File: src/hw/rtl/vsds_pkg.sv
// vsds_pkg: field widths, request and status codes, and the command and
// status structs that join the stack controller and its datapath.
// No dependencies.
package vsds_pkg;

   // fixed field widths of the request and response channels
   localparam int TYPE_W   = 3;
   localparam int WORD_W   = 64;
   localparam int CNT_W    = 7;
   localparam int STATUS_W = 3;

   // request codes; the two remaining codes are unknown requests
   localparam logic [TYPE_W-1:0] REQ_PUSH  = 3'd0;
   localparam logic [TYPE_W-1:0] REQ_POP   = 3'd1;
   localparam logic [TYPE_W-1:0] REQ_PRINT = 3'd2;
   localparam logic [TYPE_W-1:0] REQ_CLEAR = 3'd3;
   localparam logic [TYPE_W-1:0] REQ_DUP   = 3'd4;
   localparam logic [TYPE_W-1:0] REQ_SWAP  = 3'd5;

   // response status codes
   localparam logic [STATUS_W-1:0] ST_OK      = 3'd0;
   localparam logic [STATUS_W-1:0] ST_FULL    = 3'd1;
   localparam logic [STATUS_W-1:0] ST_EMPTY   = 3'd2;
   localparam logic [STATUS_W-1:0] ST_FEW     = 3'd3;
   localparam logic [STATUS_W-1:0] ST_UNKNOWN = 3'd4;

   // memory address selection
   typedef enum logic [1:0] {
      ADDR_COUNT  = 2'd0,
      ADDR_TOP    = 2'd1,
      ADDR_SECOND = 2'd2,
      ADDR_PTR    = 2'd3
   } addr_sel_type;

   // memory write data selection
   typedef enum logic {
      WD_VALUE = 1'b0,
      WD_RDATA = 1'b1
   } wdata_sel_type;

   // entry counter update
   typedef enum logic [1:0] {
      CNT_HOLD  = 2'd0,
      CNT_INC   = 2'd1,
      CNT_DEC   = 2'd2,
      CNT_CLEAR = 2'd3
   } cnt_op_type;

   // controller to datapath commands
   typedef struct packed {
      logic                latch_req;
      logic                mem_we;
      addr_sel_type        waddr_sel;
      wdata_sel_type       wdata_sel;
      logic                mem_re;
      addr_sel_type        raddr_sel;
      logic                cap_value;
      cnt_op_type          cnt_op;
      logic                load_walk;
      logic                step_walk;
      logic                emit;
      logic                emit_has;
      logic [STATUS_W-1:0] emit_status;
      logic                emit_last;
   } ctrl_cmd_type;

   // datapath to controller status
   typedef struct packed {
      logic [TYPE_W-1:0] req_op;
      logic              empty;
      logic              full;
      logic              below_two;
      logic              print_none;
      logic              walk_last;
      logic              out_free;
   } dp_status_type;

endpackage

File: src/hw/rtl/vsds_ctrl.sv
// vsds_ctrl: request sequencing state machine for the stack.
// Uses vsds_pkg; drives the datapath through ctrl_cmd_type.
module vsds_ctrl (
   input  logic                    clock,
   input  logic                    reset,
   input  logic                    req_valid,
   output logic                    req_stall,
   input  vsds_pkg::dp_status_type stat,
   output vsds_pkg::ctrl_cmd_type  cmd
);
   import vsds_pkg::*;

   typedef enum logic [10:0] {
      S_IDLE      = 11'b000_0000_0001,
      S_DECODE    = 11'b000_0000_0010,
      S_POP_CAP   = 11'b000_0000_0100,
      S_DUP_WR    = 11'b000_0000_1000,
      S_SWAP_RD   = 11'b000_0001_0000,
      S_SWAP_WR   = 11'b000_0010_0000,
      S_SWAP_WR2  = 11'b000_0100_0000,
      S_EMIT      = 11'b000_1000_0000,
      S_WALK_RD   = 11'b001_0000_0000,
      S_WALK_CAP  = 11'b010_0000_0000,
      S_WALK_OUT  = 11'b100_0000_0000
   } state_type;

   state_type           state_ff, state_in;
   logic [STATUS_W-1:0] status_ff, status_in;
   logic                has_ff, has_in;

   assign req_stall = (state_ff != S_IDLE);

   // next state and datapath commands
   always_comb begin
      state_in  = state_ff;
      status_in = status_ff;
      has_in    = has_ff;
      cmd       = '0;
      case (state_ff)
         S_IDLE: begin
            if (req_valid) begin
               cmd.latch_req = 1'b1;
               state_in      = S_DECODE;
            end
         end
         S_DECODE: begin
            status_in = ST_OK;
            has_in    = 1'b0;
            state_in  = S_EMIT;
            case (stat.req_op)
               REQ_PUSH: begin
                  if (stat.full) begin
                     status_in = ST_FULL;
                  end else begin
                     cmd.mem_we    = 1'b1;
                     cmd.waddr_sel = ADDR_COUNT;
                     cmd.wdata_sel = WD_VALUE;
                     cmd.cnt_op    = CNT_INC;
                  end
               end
               REQ_POP: begin
                  if (stat.empty) begin
                     status_in = ST_EMPTY;
                  end else begin
                     cmd.mem_re    = 1'b1;
                     cmd.raddr_sel = ADDR_TOP;
                     cmd.cnt_op    = CNT_DEC;
                     has_in        = 1'b1;
                     state_in      = S_POP_CAP;
                  end
               end
               REQ_PRINT: begin
                  if (stat.empty) begin
                     status_in = ST_EMPTY;
                  end else if (!stat.print_none) begin
                     cmd.load_walk = 1'b1;
                     state_in      = S_WALK_RD;
                  end
               end
               REQ_CLEAR: begin
                  cmd.cnt_op = CNT_CLEAR;
               end
               REQ_DUP: begin
                  if (stat.empty) begin
                     status_in = ST_EMPTY;
                  end else if (stat.full) begin
                     status_in = ST_FULL;
                  end else begin
                     cmd.mem_re    = 1'b1;
                     cmd.raddr_sel = ADDR_TOP;
                     state_in      = S_DUP_WR;
                  end
               end
               REQ_SWAP: begin
                  if (stat.below_two) begin
                     status_in = ST_FEW;
                  end else begin
                     cmd.mem_re    = 1'b1;
                     cmd.raddr_sel = ADDR_TOP;
                     state_in      = S_SWAP_RD;
                  end
               end
               default: begin
                  status_in = ST_UNKNOWN;
               end
            endcase
         end
         S_POP_CAP: begin
            cmd.cap_value = 1'b1;
            state_in      = S_EMIT;
         end
         // copy the top entry into the free slot above it
         S_DUP_WR: begin
            cmd.mem_we    = 1'b1;
            cmd.waddr_sel = ADDR_COUNT;
            cmd.wdata_sel = WD_RDATA;
            cmd.cnt_op    = CNT_INC;
            state_in      = S_EMIT;
         end
         // hold the top entry, fetch the one below
         S_SWAP_RD: begin
            cmd.cap_value = 1'b1;
            cmd.mem_re    = 1'b1;
            cmd.raddr_sel = ADDR_SECOND;
            state_in      = S_SWAP_WR;
         end
         S_SWAP_WR: begin
            cmd.mem_we    = 1'b1;
            cmd.waddr_sel = ADDR_TOP;
            cmd.wdata_sel = WD_RDATA;
            state_in      = S_SWAP_WR2;
         end
         S_SWAP_WR2: begin
            cmd.mem_we    = 1'b1;
            cmd.waddr_sel = ADDR_SECOND;
            cmd.wdata_sel = WD_VALUE;
            state_in      = S_EMIT;
         end
         // single response of a non-print request or an empty marker
         S_EMIT: begin
            if (stat.out_free) begin
               cmd.emit        = 1'b1;
               cmd.emit_has    = has_ff;
               cmd.emit_status = status_ff;
               cmd.emit_last   = 1'b1;
               state_in        = S_IDLE;
            end
         end
         // print walk, one entry per pass, top first
         S_WALK_RD: begin
            cmd.mem_re    = 1'b1;
            cmd.raddr_sel = ADDR_PTR;
            state_in      = S_WALK_CAP;
         end
         S_WALK_CAP: begin
            cmd.cap_value = 1'b1;
            state_in      = S_WALK_OUT;
         end
         S_WALK_OUT: begin
            if (stat.out_free) begin
               cmd.emit        = 1'b1;
               cmd.emit_has    = 1'b1;
               cmd.emit_status = ST_OK;
               cmd.emit_last   = stat.walk_last;
               cmd.step_walk   = 1'b1;
               state_in        = stat.walk_last ? S_IDLE : S_WALK_RD;
            end
         end
         default: begin
            state_in = S_IDLE;
         end
      endcase
   end

   always_ff @(posedge clock) begin
      if (reset) begin
         state_ff <= S_IDLE;
      end else begin
         state_ff <= state_in;
      end
   end

   always_ff @(posedge clock) begin
      status_ff <= status_in;
      has_ff    <= has_in;
   end

endmodule

File: config.mk
export PLATFORM = sky130hd
export DESIGN_NAME = vsds_ctrl
export DESIGN_NICKNAME = d
export VERILOG_FILES = /design/src/hw/rtl/vsds_pkg.sv /design/src/hw/rtl/vsds_ctrl.sv
export SDC_FILE = /design/constraint.sdc
export NUM_CORES = 1
export LEC_CHECK = 0
export BUFFER_PORTS_ARGS = -buffer_cell sky130_fd_sc_hd__buf_2
export CAP_MARGIN = 5
export CORE_ASPECT_RATIO = 0.75
export CORE_UTILIZATION = 40
export DETAILED_ROUTE_END_ITERATION = 10
export GPL_ROUTABILITY_DRIVEN = 0
export SYNTH_ARGS = -nofsm -noshare
export SYNTH_HDL_FRONTEND = slang
export SYNTH_SLANG_ARGS = --single-unit
File: constraint.sdc
create_clock -name clock -period 3.2 [get_ports clock]
set_input_delay 0.16 -clock clock [delete_from_list [all_inputs] [get_ports clock]]
set_output_delay 0.16 -clock clock [all_outputs]
set_load 0.01 [all_outputs]
Word-level counts from Yosys, hierarchy flattened
Index checks and enable logic that the tools add are counted.
Word-level totals
  output and inout port bits: 20
  word-level logic and storage cells: 70
  input port bits: 12
  register bits after elaboration: 15
Operators by class
  reduce and logical (&&, ||, !) cells: 5
  equality and inequality tests: 20
  muxes and demuxes: 42
Operators by type and width (count)
  $pmux W11 S9: 1
  $pmux W9 S4: 1
  $mux W11: 3
  $mux W8: 4
  $mux W9: 3
  $pmux W3 S3: 2
  $pmux W4 S4: 1
  $pmux W3 S5: 1
  $mux W3: 4
  $pmux W6 S2: 1
  $eq A11 B1 Y1 const B: 1
  $eq A11 B10 Y1 const B: 1
  $eq A11 B11 Y1 const B: 1
  $eq A11 B2 Y1 const B: 1
  $eq A11 B3 Y1 const B: 1
  $eq A11 B4 Y1 const B: 1
  $eq A11 B5 Y1 const B: 1
  $eq A11 B6 Y1 const B: 1
  $eq A11 B7 Y1 const B: 1
  $eq A11 B8 Y1 const B: 1
  $eq A11 B9 Y1 const B: 1
  $mux W1: 11
  $ne A11 B1 Y1 const B: 1
  $mux W2: 4
  13 further kinds: 19

Longest topological paths before layout
Gate-level depths: netlist (run 1).
  word-level depth: 4
  depth in mapped cells: 5
  depth with buffers taken out: 5

Worst setup path after synthesis (run 1)
OpenSTA, ideal clock, no wires.
  kind: reg-to-output
  start point: reg state_ff[4]
  end point: out cmd[13] (netlist name)
  slack: 1397 ps
  data arrival time: 1643 ps
  data required time: 3040 ps
  cell stages (with the launch flop): 5
  path buffers: 0
  path through: dfxtp_1 -> nor4_4 -> nand4_4 -> o21ai_0 -> nand2b_1
RTL lines
  start, declared: line vsds_ctrl.sv:27  | state_type state_ff, state_in;
  start signal, assigned: line vsds_ctrl.sv:179  | state_ff <= state_in;
  end, declared: line vsds_ctrl.sv:9  | output vsds_pkg::ctrl_cmd_type cmd

==> results.json, run 1 <==
{
  "numPortBuffers": 31,
  "setup_viol_count_final": 0,
  "area.growth.synth_to_final_pct": 19.5,
  "crit_chain": "nor4_4 -> nand2_4 -> or4_4 -> nand2_2 -> a211o_1 -> buf_2",
  "track_usage_pct": 19.7,
  "crit_type": "reg2out",
  "synth_seq_cells": 15,
  "critPathBufInv": 1,
  "ios": 32,
  "wl_per_cell_um": 14.4,
  "overflow": 0,
  "hold_buffers": 0,
  "core_sq_um": 2600,
  "slew_headroom_pct": 61.7,
  "clk_pin_slew_ns": 0.10,
  "die_w_um": 62.4,
  "power_per_cell_area_nw_per_um2": 306,
  "insertion_delay_ns": 0.29,
  "p_leak_nw": 0.566,
  "maxSlewViolCount": 0,
  "pre_cts_slack_ns": 1.24,
  "setup-tns-final_ns": 0,
  "avgSynthCellArea_sq_um": 8.28,
  "dp.final_hpwl_um": 2260,
  "min_period_ns": 2.27,
  "drv_cap": 0,
  "synth_top_area_cell": "dfxtp_1",
  "yosys_warnings": 0,
  "cts_resized": 0,
  "slowest_stage": "or4_4",
  "yosysTopAreaCellShare_pct": 20.1,
  "power_frac_seq_pct": 51.4,
  "diodes": 0,
  "finalClockSkew_ns": 0.00723,
  "cts_htree_levels": 1,
  "start_util_pct": 42.0,
  "grt_first_pass_wirelength_um": 4350,
  "dr_total_vias": 1116,
  "crit_fanout": 8,
  "syn_inst": 132,
  "nFillCells": 274,
  "crit_family": "simple AND/OR/NAND/NOR gates",
  "cts_buffer_depth": 2,
  "grt_setup_unrepaired": "no",
  "yosysSeqAreaShare_pct": 31.1,
  "p_sw_share_pct": 30.3,
  "crit_required_ns": 3.04,
  "startpoint_type": "flop",
  "crit_arrival_ns": 2.11,
  "drt-vias-per-instance": 5.61,
  "synth_cell_types": 45,
  "peakVddDrop_mv": 0.149,
  "fin_ws_ns": 0.933,
  "grt_max_degree": 15,
  "synth_edf_count": 4,
  "clock_power_share_pct": 27.6,
  "dominantRegCellSynth": "dfxtp_1",
  "synth_area_leaders": "dfxtp_1, edfxtp_1, nor4_4",
  "layout-drive-gt1-share_pct": 30.7,
  "cts_buffers": 3,
  "outcome": "finished clean",
  "cpPeakStageDelay_ns": 0.53,
  "wirelength_um": 2870,
  "max_freq_mhz": 441,
  "p_int_w": 0.000278,
  "drt_iter0_drc": 62,
  "dieArea_sq_um": 2950,
  "placement_rows": 16,
  "syn_nets": 144,
  "cp-end-kind": "output port",
  "fp.dieH_um": 47.3,
  "antenna_found_initial": 0,
  "cts_tree": "yes",
  "clkSinkCount": 15,
  "route.detailed.drc": 0,
  "max_slew.worst_pin.slew_ns": 0.570,
  "ant_nets": 0,
  "p_switching_w": 0.000121,
  "syn_area_sq_um": 1090,
  "clk_root_buffer_cell": "clkbuf_4",
  "synthArstFlopShare_pct": 0,
  "fin_crit_sh_pct": 70.9,
  "cts_setup_buffers": 0,
  "hp-class": "in2reg",
  "final-hold-violation-count": 0,
  "final_util_pct": 50.2,
  "nNetsFinal": 176,
  "grt_pass1_vias": 890,
  "p_comb_share_pct": 21.0,
  "drtPass1Iterations": 4
}
synth_stat cells, types with 2 or more instances:
cell type and count:
nor2_1 16, dfxtp_1 11, a21oi_1 9, inv_1 7, nor3_1 6, nand2b_1 5, nand3_1 5, nor2b_1 5
and3_1 4, clkbuf_1 4, edfxtp_1 4, nand2_1 4, nand4_1 4, o21ai_0 4, nand3b_1 3, nor4_4 3
or2_2 3, a211oi_1 2, a32oi_1 2, and2_1 2, nor4_1 2, o32ai_1 2, or3_1 2, or4b_2 2
metal layers:
layer  share of wire (%)  global-route usage [%]
met1                  47                    27.7
met2                  46                    30.8
met3                 6.9                    5.10
met4                   0                    4.19
met5                   0                       0
sequential cells by signal, indices dropped and copies added (netlist names):
signal	flops
has_ff	1
state_ff	11
status_ff	3
cell type report:
cell class	count	area (sq um)	share of cell area, %
Clock buffer	3	22.5	1.72
Clock inverter	1	5.00	0.383
Inverter	7	26.3	2.01
Multi-Input combinational cell	106	712	54.5
Sequential cell	15	340	26.1
Tap cell	36	45.0	3.45
Timing Repair Buffer	31	155	11.9
stage by stage:
stage	power (W)	hold WS, ns	std cells	cell area [sq um]
after floorplan	0.000265	0.303	132	1090
after global placement	0.000291	0.431	195	1280
after detailed placement	0.000293	0.432	195	1280
after CTS	0.000404	0.115	199	1310
after global routing	0.000425	0.145	199	1310
final	0.000399	0.125	199	1310
path summary, 6_finish.rpt:
path                                   start            to  slack (ns)  cells past startpoint
worst min-delay path               req_valid   state_ff[1]        0.13                      3
worst min register to register  state_ff[10]  state_ff[10]        0.60                      2
worst max register to register   state_ff[4]   state_ff[8]        1.21                      5
worst max-delay path             state_ff[3]       cmd[17]        0.93                      6
power groups by stage:
stage          clock network (W)   logic, W  registers [W]
6_report                0.000110  0.0000838       0.000205
2_1_floorplan                  0  0.0000567       0.000208
3_3_place_gp                   0  0.0000818       0.000209
4_1_cts                 0.000115  0.0000837       0.000205
3_5_place_dp                   0  0.0000833       0.000209
5_1_grt                 0.000126  0.0000926       0.000206
worst reg2reg max path, stage by stage, from the launching register on:
cell and delay (ns):
dfxtp_1 0.38, nor4_4 0.58, nand4_1 0.31, a21oi_2 0.29, or3_1 0.26, nor2_1 0.07
placed cells by master (no fill, tap or decap), drive strengths merged, types with 3 or more instances in the layout:
cell	Yosys	layout
nor4	5	5
buf	0	31
edfxtp	4	4
clkbuf	4	3
nand3	5	5
inv	7	7
dfxtp	11	11
nand3b	3	3
o21ai	5	5
and3	4	4
nor2b	5	5
nand2	6	6
nor3	7	7
a21oi	10	10
or2	3	3
nor2	17	17
nand2b	5	5
nand4	5	5
logic make-up after synthesis:
kind of cell / Yosys count / share of synthesized area, %
simple gates: 76 / 46.7
compound gates: 28 / 16.7
flops: 15 / 31.1
buf+inv: 11 / 3.78
xor+xnor: 1 / 0.801
mux: 1 / 0.915
Note: power is estimated with default switching activity, not from simulation.
==> run 2, diff against run 1 <==
Settings changed: PLACE_DENSITY set to 0.67.
Clock period 3.2 ns to 1.8 ns, I/O delays scaled along.
==> run 2 against run 1 <==
Net effect:
- the flow now finishes with violations (negative setup slack)
- critical path depth unchanged
- combinational power increased to 2.7 times the previous value
- register-to-register slack got worse by 1.2 ns
- critical path type unchanged
- largest cell class unchanged
- highest routed layer is now met4
==> results.json, run 2 (synthesis gave the netlist of run 1 again) <==
{
  "r2r_cells": 8,
  "route.detailed.drc": 0,
  "min_period_ns": 1.99,
  "hp-class": "in2reg",
  "crit_fanout": 3,
  "cts_htree_levels": 1,
  "finalInstanceArea_sq_um": 1810,
  "drtPass1Iterations": 4,
  "grt_max_degree": 15,
  "outcome": "finished with violations",
  "dpl_cell_area_sq_um": 1360,
  "dieArea_sq_um": 2950,
  "track_usage_pct": 23.9,
  "layout_common_cells": "buf_4, buf_2, buf_6",
  "p_int_w": 0.000535,
  "clock_power_share_pct": 25.5,
  "layout-drive-gt1-share_pct": 59.8,
  "cp_num_cells": 6,
  "p_switching_w": 0.000244,
  "cts_tree": "yes",
  "crit_type": "reg2out",
  "crit_required_ns": 1.71,
  "pre_cts_slack_ns": 0.0325,
  "core_sq_um": 2600,
  "p_leak_nw": 0.781,
  "holdPathStages": 2,
  "max_slew.worst_pin.slew_ns": 0.353,
  "crit_arrival_ns": 1.90,
  "drv_cap": 0,
  "overflow": 0,
  "cpPeakStageDelay_ns": 0.53,
  "crit_family": "simple AND/OR/NAND/NOR gates",
  "ant_nets": 0,
  "fp.dieH_um": 47.3,
  "cp-end-kind": "output port",
  "numPortBuffers": 31,
  "die_w_um": 62.4,
  "reg.largest.list": "state_ff: 11 flops, status_ff: 3 flops, has_ff: 1 flops",
  "clk_pin_slew_ns": 0.09,
  "cts_buffers": 3,
  "p_comb_share_pct": 28.7,
  "dr_total_vias": 1379,
  "hold_buffers": 0,
  "insertion_delay_ns": 0.30,
  "grt_pass1_vias": 1106,
  "fin_crit_sh_pct": 110,
  "power_frac_seq_pct": 45.9,
  "fin_ws_ns": -0.187,
  "maxSlewViolCount": 0,
  "crit_chain": "nor4_4 -> nand2_4 -> or4_4 -> nand2_2 -> a211o_1 -> buf_2",
  "nNetsFinal": 212,
  "clk_root_buffer_cell": "clkbuf_4",
  "power_per_cell_area_nw_per_um2": 429,
  "diodes": 0,
  "wl_per_cell_um": 17.4,
  "critPathBufInv": 1,
  "largest_register_ffs": 11,
  "slew_headroom_pct": 76.2,
  "peakVddDrop_mv": 0.318,
  "slowest_stage": "or4_4",
  "drt-vias-per-instance": 5.87,
  "clkSinkCount": 15,
  "area.growth.synth_to_final_pct": 65.9,
  "grt_first_pass_wirelength_um": 5260,
  "final_common_cell": "buf_4",
  "placement_rows": 16,
  "dp.final_hpwl_um": 2330,
  "violations": "negative setup slack",
  "antenna_found_initial": 0,
  "ios": 32,
  "final-hold-violation-count": 0,
  "setup_viol_count_final": 19,
  "wirelength_um": 4080,
  "grt_setup_unrepaired": "yes",
  "p_sw_share_pct": 31.3,
  "largest_register": "state_ff",
  "reg2reg_setup_slack_ns": -0.03,
  "startpoint_type": "flop",
  "start_util_pct": 42.0,
  "drt_iter0_drc": 108,
  "cts_buffer_depth": 2,
  "finalClockSkew_ns": 0.00433,
  "max_freq_mhz": 503
}
## run 2: cell count changes in the layout (fill, tap and decap cells not counted), sizes merged
| cell | before | now |
|---|---|---|
| buf | 31 | 67 |
| clkbuf | 3 | 4 |
| clkinv | 1 | 0 |
## run 2: metal layers
| metal | wire length [um] | global-route usage [%] |
|---|---|---|
| met5 | 0 | 0 |
| met4 | 144 | 7.91 |
| met3 | 275 | 4.85 |
| met2 | 1920 | 42.0 |
| met1 | 1750 | 30.5 |
## run 2: metrics by stage
stage	hold slack [ns]	util (%)	cells	TNS, ns	power (W)
final	0.104	69.7	235	-1.41	0.000779
after global routing	0.119	69.7	235	-2.84	0.000813
after floorplan	0.209	-	132	0	0.000470
after CTS	0.0453	61.0	227	-1.05	0.000733
after global placement	0.366	52.3	206	0	0.000525
after detailed placement	0.366	52.3	206	0	0.000528
## run 2: repair_timing
| item | in CTS | in global routing |
|---|---|---|
| buffers inserted | 17 | 8 |
| gates resized for setup | 26 | 41 |
| hold endpoints to repair | 0 | 0 |
| pin swaps | 16 | 21 |
| endpoints found under the setup margin | 19 | 26 |
## run 2: worst paths after layout
check | end | start
max | cmd[17] | state_ff[2]
max reg2reg | state_ff[0] | state_ff[7]
min reg2reg | state_ff[7] | state_ff[7]
min | state_ff[7] | reset
## run 2: power by group through the flow
stage          sequential (W)  clock [W]  combinational (W)
6_report             0.000357   0.000199           0.000223
5_1_grt              0.000358   0.000216           0.000239
4_1_cts              0.000358   0.000199           0.000177
3_5_place_dp         0.000371          0           0.000157
3_3_place_gp         0.000371          0           0.000154
2_1_floorplan        0.000369          0           0.000101
## run 2: area by class of cell
class | count | area, sq um
fill | 189 | 788
clock buffer | 4 | 26.3
sequential | 15 | 368
inverter | 7 | 26.3
multi-input combinational | 106 | 851
timing repair buffer | 67 | 498
tap | 36 | 45.0
